`src/rtl/dpr_pkg.sv`:
```
`default_nettype none
// ----------------------------------------------------------------------------
// dpr_pkg: constants shared by the delay phase rotator
// Fixed-point formats, the turn scale factor and the arctangent table.
// ----------------------------------------------------------------------------
package dpr_pkg;

   localparam int DELAY_W   = 40;
   localparam int DIFF_W    = DELAY_W + 1;
   localparam int MAG_W     = DELAY_W;
   localparam int FREQ_W    = 26;

   // round(256000 * 2^44 / c), c = 299792458 m/s
   localparam int TURN_K_W  = 34;
   localparam logic [TURN_K_W-1:0] TURN_K = 34'd15022391348;
   localparam int FK_W      = FREQ_W + TURN_K_W;

   // 40 x 60 product split into four 20 x 30 partial products
   localparam int MAG_LO_W  = 20;
   localparam int FK_LO_W   = 30;
   localparam int PART_W    = MAG_LO_W + FK_LO_W;
   localparam int PAIR_W    = PART_W + MAG_LO_W + 1;
   localparam int PROD_W    = MAG_W + FK_W;
   localparam int TURN_SHIFT = 44;
   localparam int TMAG_W    = PROD_W - TURN_SHIFT;

   // 92160 = 45 * 2^11, so the phase in 1/256 degree = (tmag * 45) >> 21
   localparam int DEG_MUL_W = 6;
   localparam logic [DEG_MUL_W-1:0] DEG_MUL = 6'd45;
   localparam int DEG_PROD_W = TMAG_W + DEG_MUL_W;
   localparam int DEG_SHIFT = 21;
   localparam int PMAG_W    = DEG_PROD_W - DEG_SHIFT;

   localparam int PHASE_W   = 32;
   localparam logic [PMAG_W-1:0]  PMAG_POS_LIMIT = 41'h0_7FFF_FFFF;
   localparam logic [PMAG_W-1:0]  PMAG_NEG_LIMIT = 41'h0_8000_0000;
   localparam logic [PHASE_W-1:0] PHASE_MAX      = 32'h7FFF_FFFF;
   localparam logic [PHASE_W-1:0] PHASE_MIN      = 32'h8000_0000;

   // cordic gain compensation, Q24
   localparam int GAIN_W    = 24;
   localparam logic [GAIN_W-1:0] GAIN = 24'd10188014;
   localparam int ROUND_SHIFT = 24;
   localparam logic [ROUND_SHIFT-1:0] ROUND_HALF = 24'h80_0000;

   // angles in units of 2^-32 turn
   localparam int ANGLE_W   = 32;
   localparam int ARC_LEN   = 24;
   localparam logic [ANGLE_W-1:0] ARC_TABLE [ARC_LEN] = '{
      32'd536870912, 32'd316933406, 32'd167458907, 32'd85004756,
      32'd42667331,  32'd21354465,  32'd10679838,  32'd5340245,
      32'd2670163,   32'd1335087,   32'd667544,    32'd333772,
      32'd166886,    32'd83443,     32'd41722,     32'd20861,
      32'd10430,     32'd5215,      32'd2608,      32'd1304,
      32'd652,       32'd326,       32'd163,       32'd81
   };

endpackage
`default_nettype wire

```
`src/rtl/dpr_rotate.sv`:
```
`default_nettype none
// ----------------------------------------------------------------------------
// dpr_rotate: one cordic micro-rotation stage
// Rotates by the stage angle in the direction given by the residual angle,
// holding its beat while the following stage is stalled.
// ----------------------------------------------------------------------------
module dpr_rotate #(
   parameter int WIDTH = 45,
   parameter int SHIFT = 0,
   parameter logic [dpr_pkg::ANGLE_W-1:0] ANGLE = 32'd0
) (
   input  wire logic                                clock,
   input  wire logic                                reset,
   input  wire logic                                advance,
   input  wire logic                                src_valid,
   input  wire logic signed [WIDTH-1:0]             src_x,
   input  wire logic signed [WIDTH-1:0]             src_y,
   input  wire logic        [dpr_pkg::ANGLE_W-1:0]  src_z,
   input  wire logic        [dpr_pkg::PHASE_W-1:0]  src_phase,
   output logic                                     rot_valid,
   output logic signed [WIDTH-1:0]                  rot_x,
   output logic signed [WIDTH-1:0]                  rot_y,
   output logic        [dpr_pkg::ANGLE_W-1:0]       rot_z,
   output logic        [dpr_pkg::PHASE_W-1:0]       rot_phase
);

   logic                               valid_ff;
   logic signed [WIDTH-1:0]            x_ff, x_in;
   logic signed [WIDTH-1:0]            y_ff, y_in;
   logic        [dpr_pkg::ANGLE_W-1:0] z_ff, z_in;
   logic        [dpr_pkg::PHASE_W-1:0] phase_ff;
   logic signed [WIDTH-1:0]            x_shr;
   logic signed [WIDTH-1:0]            y_shr;

   assign x_shr = src_x >>> SHIFT;
   assign y_shr = src_y >>> SHIFT;

   always_comb begin
      // non-negative residual turns counter-clockwise
      if (!src_z[dpr_pkg::ANGLE_W-1]) begin
         x_in = src_x - y_shr;
         y_in = src_y + x_shr;
         z_in = src_z - ANGLE;
      end else begin
         x_in = src_x + y_shr;
         y_in = src_y - x_shr;
         z_in = src_z + ANGLE;
      end
   end

   always_ff @(posedge clock) begin
      if (reset) begin
         valid_ff <= 1'b0;
      end else if (advance) begin
         valid_ff <= src_valid;
      end
   end

   always_ff @(posedge clock) begin
      if (advance) begin
         x_ff     <= x_in;
         y_ff     <= y_in;
         z_ff     <= z_in;
         phase_ff <= src_phase;
      end
   end

   assign rot_valid = valid_ff;
   assign rot_x     = x_ff;
   assign rot_y     = y_ff;
   assign rot_z     = z_ff;
   assign rot_phase = phase_ff;

endmodule
`default_nettype wire
```
`config.mk`:
```
export PLATFORM = sky130hd
export DESIGN_NAME = dpr_rotate
export DESIGN_NICKNAME = d
export VERILOG_FILES = /design/src/rtl/dpr_pkg.sv /design/src/rtl/dpr_rotate.sv
export SDC_FILE = /design/constraint.sdc
export NUM_CORES = 1
export LEC_CHECK = 0
export BUFFER_PORTS_ARGS = -buffer_cell sky130_fd_sc_hd__buf_2
export CAP_MARGIN = 20
export CORE_ASPECT_RATIO = 1.25
export CORE_MARGIN = 10
export CORE_UTILIZATION = 55
export DETAILED_ROUTE_END_ITERATION = 8
export PLACE_DENSITY_LB_ADDON = 0.15
export SYNTH_ARGS = -nofsm -noshare
export SYNTH_HDL_FRONTEND = slang
export SYNTH_SLANG_ARGS = --single-unit
```
`constraint.sdc`:
```
create_clock -name clock -period 4.5 [get_ports clock]
set_input_delay 0.675 -clock clock [delete_from_list [all_inputs] [get_ports clock]]
set_output_delay 0.675 -clock clock [all_outputs]
set_load 0.02 [all_outputs]
```
# Word level (Yosys, flattened, before mapping)
# Index checks and enable logic that the tools add are counted.
# W data, S select, Z words.
# classes
n_addsub	3
n_mux	2
# ops
operator	count
$mux W45	2
$sub A45 B45 Y45	2
$add A45 B45 Y45	1
# totals
output_inout_bits	155
wordCells	10
regBits	155
in_bits	158

# Logic depth before layout (Yosys ltp)
# Gate-level depths: netlist of the first run.
# logic_depth
depth_word	2
ltp_mapped	12
mapped_depth_nobuf	12

# Worst setup path after synthesis of the first run
# Ideal clock, no wire load.
# synth_timing
path_kind	input -> register
startpoint	in src_x[0]
endpoint	reg x_ff[44], in the netlist rot_x[44], data pin
path_buffers	0
setup_time_ps	257
path_stages	11
t_required_ps	4243
arrival_time_ps	3193
slack_ps	1050
path_cell_list	ha_1 fa_1 nor2b_1 o221ai_1 a21oi_2 or4_1 a21o_2 a41o_1 a211oi_2 o22ai_1 a32o_1
# synth_via
elab_chain_cells	2
word_cells_on_any_way	3
cone_classes	2 x add/sub; 1 x mux
# synth_rtl
element	line	text
start: declaration	dpr_rotate.sv:16	input wire logic signed [WIDTH-1:0] src_x,
$sub A45 B45 Y45 or $add A45 B45 Y45 (tied branches)	dpr_rotate.sv:41, dpr_rotate.sv:45	
$mux W45 *	dpr_rotate.sv:40	if (!src_z[dpr_pkg::ANGLE_W-1]) begin
via x_in[44]	dpr_rotate.sv:28	logic signed [WIDTH-1:0] x_ff, x_in;
end signal: assignment	dpr_rotate.sv:61	x_ff <= x_in;
end: declaration	dpr_rotate.sv:28	
# Mark *: on every way through the listed nets, which the timed path passes. The rest lies on a longest branch.
# A chain may end at the register's enable or synchronous reset.

# Final worst setup path of the first run
# layout_timing
startpoint	in src_x[4]
endpoint	reg y_ff[41], in the netlist rot_y[41], data pin
# layout_via
elab_chain_cells	2
word_cells_on_any_way	3
cone_classes	2 x add/sub; 1 x mux
# layout_rtl
element	line	text
$add A45 B45 Y45 or $sub A45 B45 Y45 (tied branches)	dpr_rotate.sv:42, dpr_rotate.sv:46	
$mux W45 *	dpr_rotate.sv:40	
via y_in[41]	dpr_rotate.sv:29	logic signed [WIDTH-1:0] y_ff, y_in;
end signal: assignment	dpr_rotate.sv:62	y_ff <= y_in;
end: declaration	dpr_rotate.sv:29	
# Marked as above.

==> key figures, run 1 <==
Flow run
  – Max-Cap Viols: 0

STA
  – Setup violators final: 0
  – Final hold violation count: 0
  – Setup repair after global routing missed its margin: no
  – Transition time of the tightest slew-check pin: slightly below 1000 ps
  – Post-Route Setup TNS: 0 ps
  – Max transition margin: about a third
  – Final critical-path share of the clock period: roughly nine tenths
  – Max Transition Viols Final: 0
  – Worst clock skew: 0 ps
  – Highest achievable clock rate: roughly 240 MHz
  – Clock period minus final worst setup slack: 4090 ps

Yosys
  – Sequential-to-total area share from yosys stat: 35.8%
  – Most area-consuming cells after synthesis: sky130_fd_sc_hd__edfxtp_1, sky130_fd_sc_hd__ha_1, sky130_fd_sc_hd__a21oi_1, sky130_fd_sc_hd__xnor2_1, sky130_fd_sc_hd__o21ai_0
  – Post-synthesis cell area: around 0.013 sq mm
  – Fraction of the mapped netlist area in compound gates: 23.7%
  – Avg Cell Area, Syn: 9.05 sq um
  – Post-Synthesis Net Count: 1733
  – Cells after Synth: 1425
  – Cell taking the most area after synthesis: sky130_fd_sc_hd__edfxtp_1
  – Xor and xnor fraction of the mapped netlist area: 5.77%
  – Largest family of logic cells by synthesized area: compound AO/OA/AOI/OAI gates
  – Primary FF master, synth: sky130_fd_sc_hd__edfxtp_1
  – Distinct cell type count after synthesis: 76
  – Fraction of synthesized area in multiplexers: between 2 and 2.5%
  – Yosys reg bits: 154
  – Post-synth EDFFs: 153
  – Share of synthesized cell area in full adder, half adder and majority cells: approximately 15%
  – Simple-gate share of the synthesized area: roughly an eighth
  – Count of yosys warnings during synthesis: 0
  – Asr flop ratio synth: 0%
  – Share of the synthesized area in the top cell type: 35.6%

Drt
  – Routed WL: ~45000 um
  – Drt initial violations: between 1000 and 1500
  – Post-detailed-route count of antenna-violating nets: 0
  – Total vias in the final route: approximately 12000
  – Wire length per cell: roughly 22 um
  – Via/cell ratio: roughly 6
  – Initial DRT Pass Iterations: 5
  – DRC Markers: 0

CTS
  – Number of buffers on the longest clock path: 2
  – Clock network latency to the later pin of the worst-skew pair: 450 ps
  – Total CTS buffers: 17
  – Number of instances resized during post-cts repair: 0
  – Worst-path clk slew: 70 ps
  – # H-tree levels: 4
  – Number of clock sinks seen by CTS: ~150
  – CTS root buffer: sky130_fd_sc_hd__clkbuf_16
  – Buffers inserted during post-CTS setup optimization: 0
  – Number of buffers inserted for hold repair after clock tree synthesis: 0
  – TritonCTS clock tree: yes

Run status
  – Run status: completed

Power and ir drop
  – Fraction of power consumed by sequential logic: 36.2%
  – Post-layout power: slightly above 5 mW
  – Combinational share of power: 35.8%
  – Switching Share: around 37%
  – Int Pwr: ~3.3 mW
  – Peak supply drop: 0.000284 V
  – Leakage: 6.93 nW
  – Power density cells: around 340 mW/mm^2
  – Portion of total power attributed to the clock network: approximately 28%
  – Net Sw Power: about 2 mW

Finish
  – Number of filler instances in the final layout: 1939
  – Number of nets in the finished design: between 2000 and 2500
  – Fraction of final layout cells sized beyond drive strength 1: about 23%
  – Area growth, synth to finish: 19.6%
  – Post-route design area: ~0.015 sq mm

Critical path
  – Arrival time at the worst endpoint: around 4300 ps
  – Setup slack of the worst register-to-register path: 3930 ps
  – Critical path endpoint category: flop
  – Peak fanout along the critical path: 13
  – CP required: roughly 4700 ps
  – Beginning of the worst register-to-register path: rot_valid
  – Worst r2r dst: rot_valid
  – Type of element launching the critical path: input pin
  – Depth of the worst register-to-register path: 2
  – Startpoint-to-endpoint class of the critical path: in2reg

Placement
  – Routability cong.: 1.04
  – Estimated wirelength of the detail-placed design: about 36000 um
  – Count of buffers inserted at the top-level ports: around 310
  – Instance area at placement: ~0.015 sq mm

Floorplanning
  – Boundary pin count: 313
  – Y dimension of the die: about 190 um
  – Initial standard-cell utilization of the core: 56.0%
  – Area of the die: ~0.03 sq mm
  – Core area: between 0.02 and 0.025 sq mm
  – Width of the chip: approximately 160 um
  – Number of placement rows: 62

Global route
  – Antenna violations before repair: 2
  – Number of global-route vias before repair: ~12000
  – Maximum number of pins on one net before global-route repair: between 100 and 150
  – Congestion Overflow GR: 0
  – Wire length of the first global-routing pass: slightly below 70000 um
  – Combined global-route utilization of all metal layers: 29.3%

Worst hold path
  – Sink of the worst hold path: rot_valid
  – Hold path startpoint: reset
  – Worst min-delay path category: in2reg
  – Hold Crit Depth: 2
power groups by stage:
stage,logic (mW),clock network [mW],registers [mW]
2_1_floorplan,0.891,0,2.16
3_3_place_gp,1.81,0,1.90
3_5_place_dp,1.83,0,1.91
4_1_cts,1.84,1.47,1.88
5_1_grt,1.99,1.52,1.90
6_report,1.86,1.46,1.88
final cells by class:
type                    instances  area [sq um]  share of cell area [%]
diodes                          2          5.00                  0.0325
clock buffers                  18           429                    2.78
clock inverters                14           153                   0.990
inverters                     135           507                    3.29
multi-input cells            1073          7510                    48.7
flip-flops and latches        154          4610                    29.9
well taps                     288           360                    2.34
repair buffers                346          1840                    11.9
synth_stat cells, types with 4 or more instances:
cell and n:
sky130_fd_sc_hd__o31a_1 6, sky130_fd_sc_hd__or2_2 5, sky130_fd_sc_hd__buf_1 9, sky130_fd_sc_hd__or3_1 9, sky130_fd_sc_hd__a21boi_0 7, sky130_fd_sc_hd__edfxtp_1 153, sky130_fd_sc_hd__o21ai_0 110, sky130_fd_sc_hd__nor2_1 112
sky130_fd_sc_hd__xnor2_1 70, sky130_fd_sc_hd__o2111ai_1 7, sky130_fd_sc_hd__and2_1 6, sky130_fd_sc_hd__mux2i_1 25, sky130_fd_sc_hd__nor4_1 16, sky130_fd_sc_hd__o211ai_1 11, sky130_fd_sc_hd__o311ai_0 6, sky130_fd_sc_hd__nand4_1 15
sky130_fd_sc_hd__a211oi_1 20, sky130_fd_sc_hd__o21bai_1 28, sky130_fd_sc_hd__or4_1 5, sky130_fd_sc_hd__nor2b_1 20, sky130_fd_sc_hd__xor2_1 15, sky130_fd_sc_hd__nand3_1 14, sky130_fd_sc_hd__nor3_1 20, sky130_fd_sc_hd__buf_2 4
sky130_fd_sc_hd__o31ai_1 8, sky130_fd_sc_hd__a221o_1 4, sky130_fd_sc_hd__nand2b_1 10, sky130_fd_sc_hd__and3_1 9, sky130_fd_sc_hd__a31oi_1 8, sky130_fd_sc_hd__a21oi_1 166, sky130_fd_sc_hd__inv_1 129, sky130_fd_sc_hd__a221oi_1 7
sky130_fd_sc_hd__clkinv_1 6, sky130_fd_sc_hd__o21ai_1 5, sky130_fd_sc_hd__clkbuf_1 46, sky130_fd_sc_hd__nand2_1 79, sky130_fd_sc_hd__ha_1 147, sky130_fd_sc_hd__o21a_1 15, sky130_fd_sc_hd__a21o_1 30
per-layer routing:
| layer | part of all wire [%] | GRT usage [%] |
|---|---|---|
| met1 | 36 | 31.6 |
| met2 | 52 | 52.8 |
| met3 | 7.5 | 5.51 |
| met4 | 5.1 | 15.8 |
| met5 | 0 | 0 |
how the worst max path moves through the flow:
stage	startpoint	to	slack (ps)	cells past startpoint
5_1_grt	src_x[4]	rot_y[41]	340	13
6_report	src_x[4]	rot_y[41]	410	13
3_3_place_gp	src_x[4]	rot_y[41]	230	13
2_1_floorplan	src_x[0]	rot_x[44]	1050	11
4_1_cts	src_x[4]	rot_y[41]	600	13
3_5_place_dp	src_x[4]	rot_y[41]	170	13
cell families after synthesis:
family | count (synthesis)
simple gates | 326
xor+xnor | 85
fa+ha+maj | 150
mux | 28
buf+inv | 198
flops | 154
compound gates | 484
per-stage QoR:
step                      utilization (%)  hold slack, ps  worst slack [ps]  std cells
after detailed placement             64.4             484               166       1996
after floorplan                         -             579              1050       1425
after global routing                 66.9             381               344       2028
final                                66.9             375               411       2030
after CTS                            66.9             369               596       2028
after global placement               64.4             468               234       1996
registers in the layout, summed over array words and instances (netlist names):
signal / cells
rot_z: 32
rot_y: 44
rot_phase: 32
rot_x: 45
rot_valid: 1
cell usage in the layout (no fill, tap or decap), types with 8 or more instances in the layout:
| cell type | instances |
|---|---|
| sky130_fd_sc_hd__nor2_1 | 112 |
| sky130_fd_sc_hd__inv_1 | 129 |
| sky130_fd_sc_hd__buf_4 | 33 |
| sky130_fd_sc_hd__a21o_1 | 30 |
| sky130_fd_sc_hd__edfxtp_1 | 153 |
| sky130_fd_sc_hd__nor2b_1 | 20 |
| sky130_fd_sc_hd__o21a_1 | 15 |
| sky130_fd_sc_hd__o21ai_0 | 110 |
| sky130_fd_sc_hd__o211ai_1 | 11 |
| sky130_fd_sc_hd__o21bai_1 | 28 |
| sky130_fd_sc_hd__and3_1 | 9 |
| sky130_fd_sc_hd__ha_1 | 147 |
| sky130_fd_sc_hd__nand2_1 | 79 |
| sky130_fd_sc_hd__xor2_1 | 15 |
| sky130_fd_sc_hd__nand2b_1 | 10 |
| sky130_fd_sc_hd__nor4_1 | 16 |
| sky130_fd_sc_hd__a31oi_1 | 8 |
| sky130_fd_sc_hd__mux2i_1 | 25 |
| sky130_fd_sc_hd__nand3_1 | 14 |
| sky130_fd_sc_hd__a211oi_1 | 20 |
| sky130_fd_sc_hd__or3_1 | 9 |
| sky130_fd_sc_hd__a21oi_1 | 166 |
| sky130_fd_sc_hd__nor3_1 | 20 |
| sky130_fd_sc_hd__clkbuf_16 | 17 |
| sky130_fd_sc_hd__buf_2 | 311 |
| sky130_fd_sc_hd__nand4_1 | 15 |
| sky130_fd_sc_hd__o31ai_1 | 8 |
| sky130_fd_sc_hd__xnor2_1 | 70 |
worst max-delay path, stage by stage:
cell                       delay [ps]
sky130_fd_sc_hd__buf_2            100
sky130_fd_sc_hd__inv_1             40
sky130_fd_sc_hd__ha_1             460
sky130_fd_sc_hd__nor3_1           240
sky130_fd_sc_hd__o21ai_0          220
sky130_fd_sc_hd__a211oi_1         700
sky130_fd_sc_hd__o21ba_1          260
sky130_fd_sc_hd__o21ai_1          140
sky130_fd_sc_hd__o211ai_1         620
sky130_fd_sc_hd__a41oi_1          230
sky130_fd_sc_hd__o21ai_0          360
sky130_fd_sc_hd__buf_4            180
sky130_fd_sc_hd__xnor2_1           50
Power figures use the tool's default switching activity.
==> inputs of run 2 (changes only) <==
Settings changed: CORE_ASPECT_RATIO 1.25 to 1.5.
==> run 2 against run 1 <==
Effect of this change: die area increased by 0.29%; cell area is 0.41% higher; final cell count grew 1.4%; first-iteration DRC count decreased by 15%; worst hold slack gained 8.0 ps; total power is 0.96% higher; core utilization grew 0.23 points; sequential cell count is the same; combinational power about the same; largest cell class unchanged; largest power group unchanged.
==> key figures, run 2 (synthesis results as in run 1) <==
Run status
  – Run status: completed (unchanged)

STA
  – Highest achievable clock rate: 270 MHz (was 245 MHz)
  – Setup repair after global routing missed its margin: no (unchanged)
  – Post-layout worst setup margin: 797 ps (was 411 ps)
  – Post-Route Setup TNS: 0 ps (unchanged)
  – Final critical-path share of the clock period: 82.3% (was 90.9%)
  – Max Transition Viols Final: 0 (unchanged)
  – Max transition margin: 42.6% (was 34.7%)
  – Clock period minus final worst setup slack: 3700 ps (was 4090 ps)
  – Setup violators final: 0 (unchanged)
  – Worst clock skew: 0 ps (unchanged)
  – Transition time of the tightest slew-check pin: 862 ps (was 980 ps)
  – Final hold violation count: 0 (unchanged)

Finish
  – Area growth, synth to finish: 20.1% (was 19.6%)
  – Multi-input combinational cell area: 0.00751 sq mm (unchanged)
  – Number of nets in the finished design: 2039 (was 2035)
  – Post-route design area: 0.0155 sq mm (was 0.0154 sq mm)
  – Antenna Cells: 0 (was 2)
  – Most frequent standard cell in the layout excluding fill and tap cells: sky130_fd_sc_hd__buf_2 (unchanged)
  – Fraction of final layout cells sized beyond drive strength 1: 23.1% (was 22.9%)
  – Area taken by flip-flops and latches: 0.00461 sq mm (unchanged)
  – Share of the core filled with cells in the final layout: 67.1% (was 66.9%)
  – Number of flip-flops under the largest register name: 45 (unchanged)
  – Number of standard cells in the final layout excluding fillers: 2059 (was 2030)
  – Highest-count cells in the layout ignoring fill and taps: sky130_fd_sc_hd__buf_2, sky130_fd_sc_hd__a21oi_1, sky130_fd_sc_hd__edfxtp_1 (unchanged)
  – Number of filler instances in the final layout: 1985 (was 1939)

CTS
  – CTS root buffer: sky130_fd_sc_hd__clkbuf_16 (unchanged)
  – Buffers inserted during post-CTS setup optimization: 0 (unchanged)
  – Clock network latency to the later pin of the worst-skew pair: 450 ps (about the same)
  – # H-tree levels: 4 (unchanged)
  – Number of buffers on the longest clock path: 2 (unchanged)
  – Number of buffers inserted for hold repair after clock tree synthesis: 0 (unchanged)
  – Worst-path clk slew: 60 ps (was 70 ps)
  – Number of instances resized during post-cts repair: 0 (unchanged)
  – Total CTS buffers: 17 (unchanged)
  – Number of clock sinks seen by CTS: 154 (unchanged)
  – TritonCTS clock tree: yes (unchanged)

Floorplanning
  – Area of the die: 0.0301 sq mm (was 0.0300 sq mm)
  – Boundary pin count: 313 (unchanged)
  – Initial standard-cell utilization of the core: 55.9% (was 56.0%)
  – Number of placement rows: 68 (was 62)
  – Y dimension of the die: 208 um (was 191 um)
  – Width of the chip: 145 um (was 157 um)
  – Core area: 0.0231 sq mm (was 0.0230 sq mm)

Placement
  – Instance area at placement: 0.0149 sq mm (was 0.0148 sq mm)
  – Worst slack at placement: 393 ps (was 166 ps)
  – Routability cong.: 0.999 (was 1.04)
  – Cell total after placement: 2027 (was 1996)
  – Count of buffers inserted at the top-level ports: 312 (unchanged)
  – Estimated wirelength of the detail-placed design: 38000 um (was 36400 um)

Critical path
  – Peak fanout along the critical path: 13 (unchanged)
  – CP required: 4700 ps (was 4690 ps)
  – Type of element launching the critical path: input pin (unchanged)
  – Startpoint-to-endpoint class of the critical path: in2reg (unchanged)
  – Critical path, cell by cell: buf_2, inv_1, ha_1, nor3b_1, a211oi_1, a211oi_1, o211ai_1, nand2_1, a21oi_1, o21ai_0, a22oi_1, xnor2_1 (was buf_2, inv_1, ha_1, nor3_1, o21ai_0, a211oi_1, o21ba_1, o21ai_1, o211ai_1, a41oi_1, o21ai_0, buf_4, xnor2_1)
  – Worst path most repeated cell: sky130_fd_sc_hd__a211oi_1 (was sky130_fd_sc_hd__o21ai_0)
  – Arrival time at the worst endpoint: 3900 ps (was 4280 ps)
  – Critical path endpoint category: flop (unchanged)
  – Crit path largest cell delay: 630 ps (was 700 ps)
  – Worst-path cell with the longest stage delay: sky130_fd_sc_hd__a21oi_1 (was sky130_fd_sc_hd__a211oi_1)

Power and ir drop
  – Peak supply drop: 0.000268 V (was 0.000284 V)
  – Power density cells: 339 mW/mm^2 (was 337 mW/mm^2)
  – Switching Share: 37.1% (was 37.4%)
  – Leakage: 6.96 nW (was 6.93 nW)
  – Int Pwr: 3.30 mW (was 3.25 mW)
  – Portion of total power attributed to the clock network: 28.1% (was 28.0%)
  – Combinational share of power: 36.0% (was 35.8%)
  – Net Sw Power: 1.94 mW (about the same)
  – Fraction of power consumed by sequential logic: 35.9% (was 36.2%)

Global route
  – Antenna violations before repair: 1 (was 2)
  – Combined global-route utilization of all metal layers: 30.2% (was 29.3%)
  – Number of global-route vias before repair: 12500 (was 12400)
  – Congestion Overflow GR: 0 (unchanged)
  – Maximum number of pins on one net before global-route repair: 84 (was 102)
  – Wire length of the first global-routing pass: 71600 um (was 68600 um)

Drt
  – Total vias in the final route: 12400 (was 12300)
  – Initial DRT Pass Iterations: 5 (unchanged)
  – Drt initial violations: 918 (was 1081)
  – Routed WL: 47300 um (was 45300 um)
  – DRC Markers: 0 (unchanged)
  – Via/cell ratio: 6.02 (was 6.05)
  – Wire length per cell: 23.0 um (was 22.3 um)
  – Post-detailed-route count of antenna-violating nets: 0 (unchanged)

Worst hold path
  – Worst min-delay path category: in2reg (unchanged)

Flow run
  – Max-Cap Viols: 0 (unchanged)
run 2: cell count changes in the layout (fill, tap and decap cells not counted):
cell / before / now
sky130_fd_sc_hd__clkinv_8: 1 / 0
sky130_fd_sc_hd__bufinv_16: 1 / 2
sky130_fd_sc_hd__inv_8: 3 / 2
sky130_fd_sc_hd__clkinv_2: 0 / 3
sky130_fd_sc_hd__clkinv_1: 7 / 6
sky130_fd_sc_hd__diode_2: 2 / 0
sky130_fd_sc_hd__buf_4: 33 / 37
sky130_fd_sc_hd__clkinv_4: 2 / 1
run 2: per-stage QoR:
stage / hold slack (ps) / power, mW
after floorplan: 579 / 3.05
after global placement: 467 / 3.74
after detailed placement: 502 / 3.76
after CTS: 381 / 5.23
after global routing: 385 / 5.45
final: 383 / 5.24
run 2: power groups by stage:
| stage | sequential [mW] | combinational (mW) | clock [mW] |
|---|---|---|---|
| global route | 1.90 | 2.01 | 1.55 |
| detailed placement | 1.91 | 1.85 | 0 |
| global placement | 1.91 | 1.83 | 0 |
| CTS | 1.88 | 1.86 | 1.49 |
| finish | 1.88 | 1.88 | 1.48 |
| floorplan | 2.16 | 0.891 | 0 |
run 2: worst paths after layout:
kind | start | to | slack [ps] | cells past startpoint
setup reg to reg | rot_valid | rot_valid | 3910 | 2
hold reg to reg | rot_valid | rot_valid | 520 | 2
setup / recovery | src_x[4] | rot_x[35] | 800 | 12
hold / removal | reset | rot_valid | 380 | 2
run 2: critical path: cells and delay by family:
kind                       cells  cell delay [ps]
and+or+nand+nor                2              240
xor gates and xnor gates       1              100
buffers and inverters          2              140
AOI/OAI and AO/OA              6             2220
adders and majority gates      1              520
run 2: area by class of cell:
| class | instances | area share [%] |
|---|---|---|
| repair buffers | 350 | 12.0 |
| well taps | 315 | 2.55 |
| clock inverters | 14 | 1.02 |
| clock buffers | 18 | 2.77 |
| inverters | 135 | 3.27 |
| flip-flops and latches | 154 | 29.8 |
| multi-input cells | 1073 | 48.5 |
run 2: per-layer routing:
metal  part of all wire, %  global-route usage, %  wire length (um)  vias to the layer above
met4                   6.4                   19.1              3010                        0
met5                     0                      0                 0                        -
met3                   6.6                   6.17              3130                      173
li1                      -                      -                 -                     5776
met1                    34                   29.3             16000                     5783
met2                    53                   56.4             25200                      659
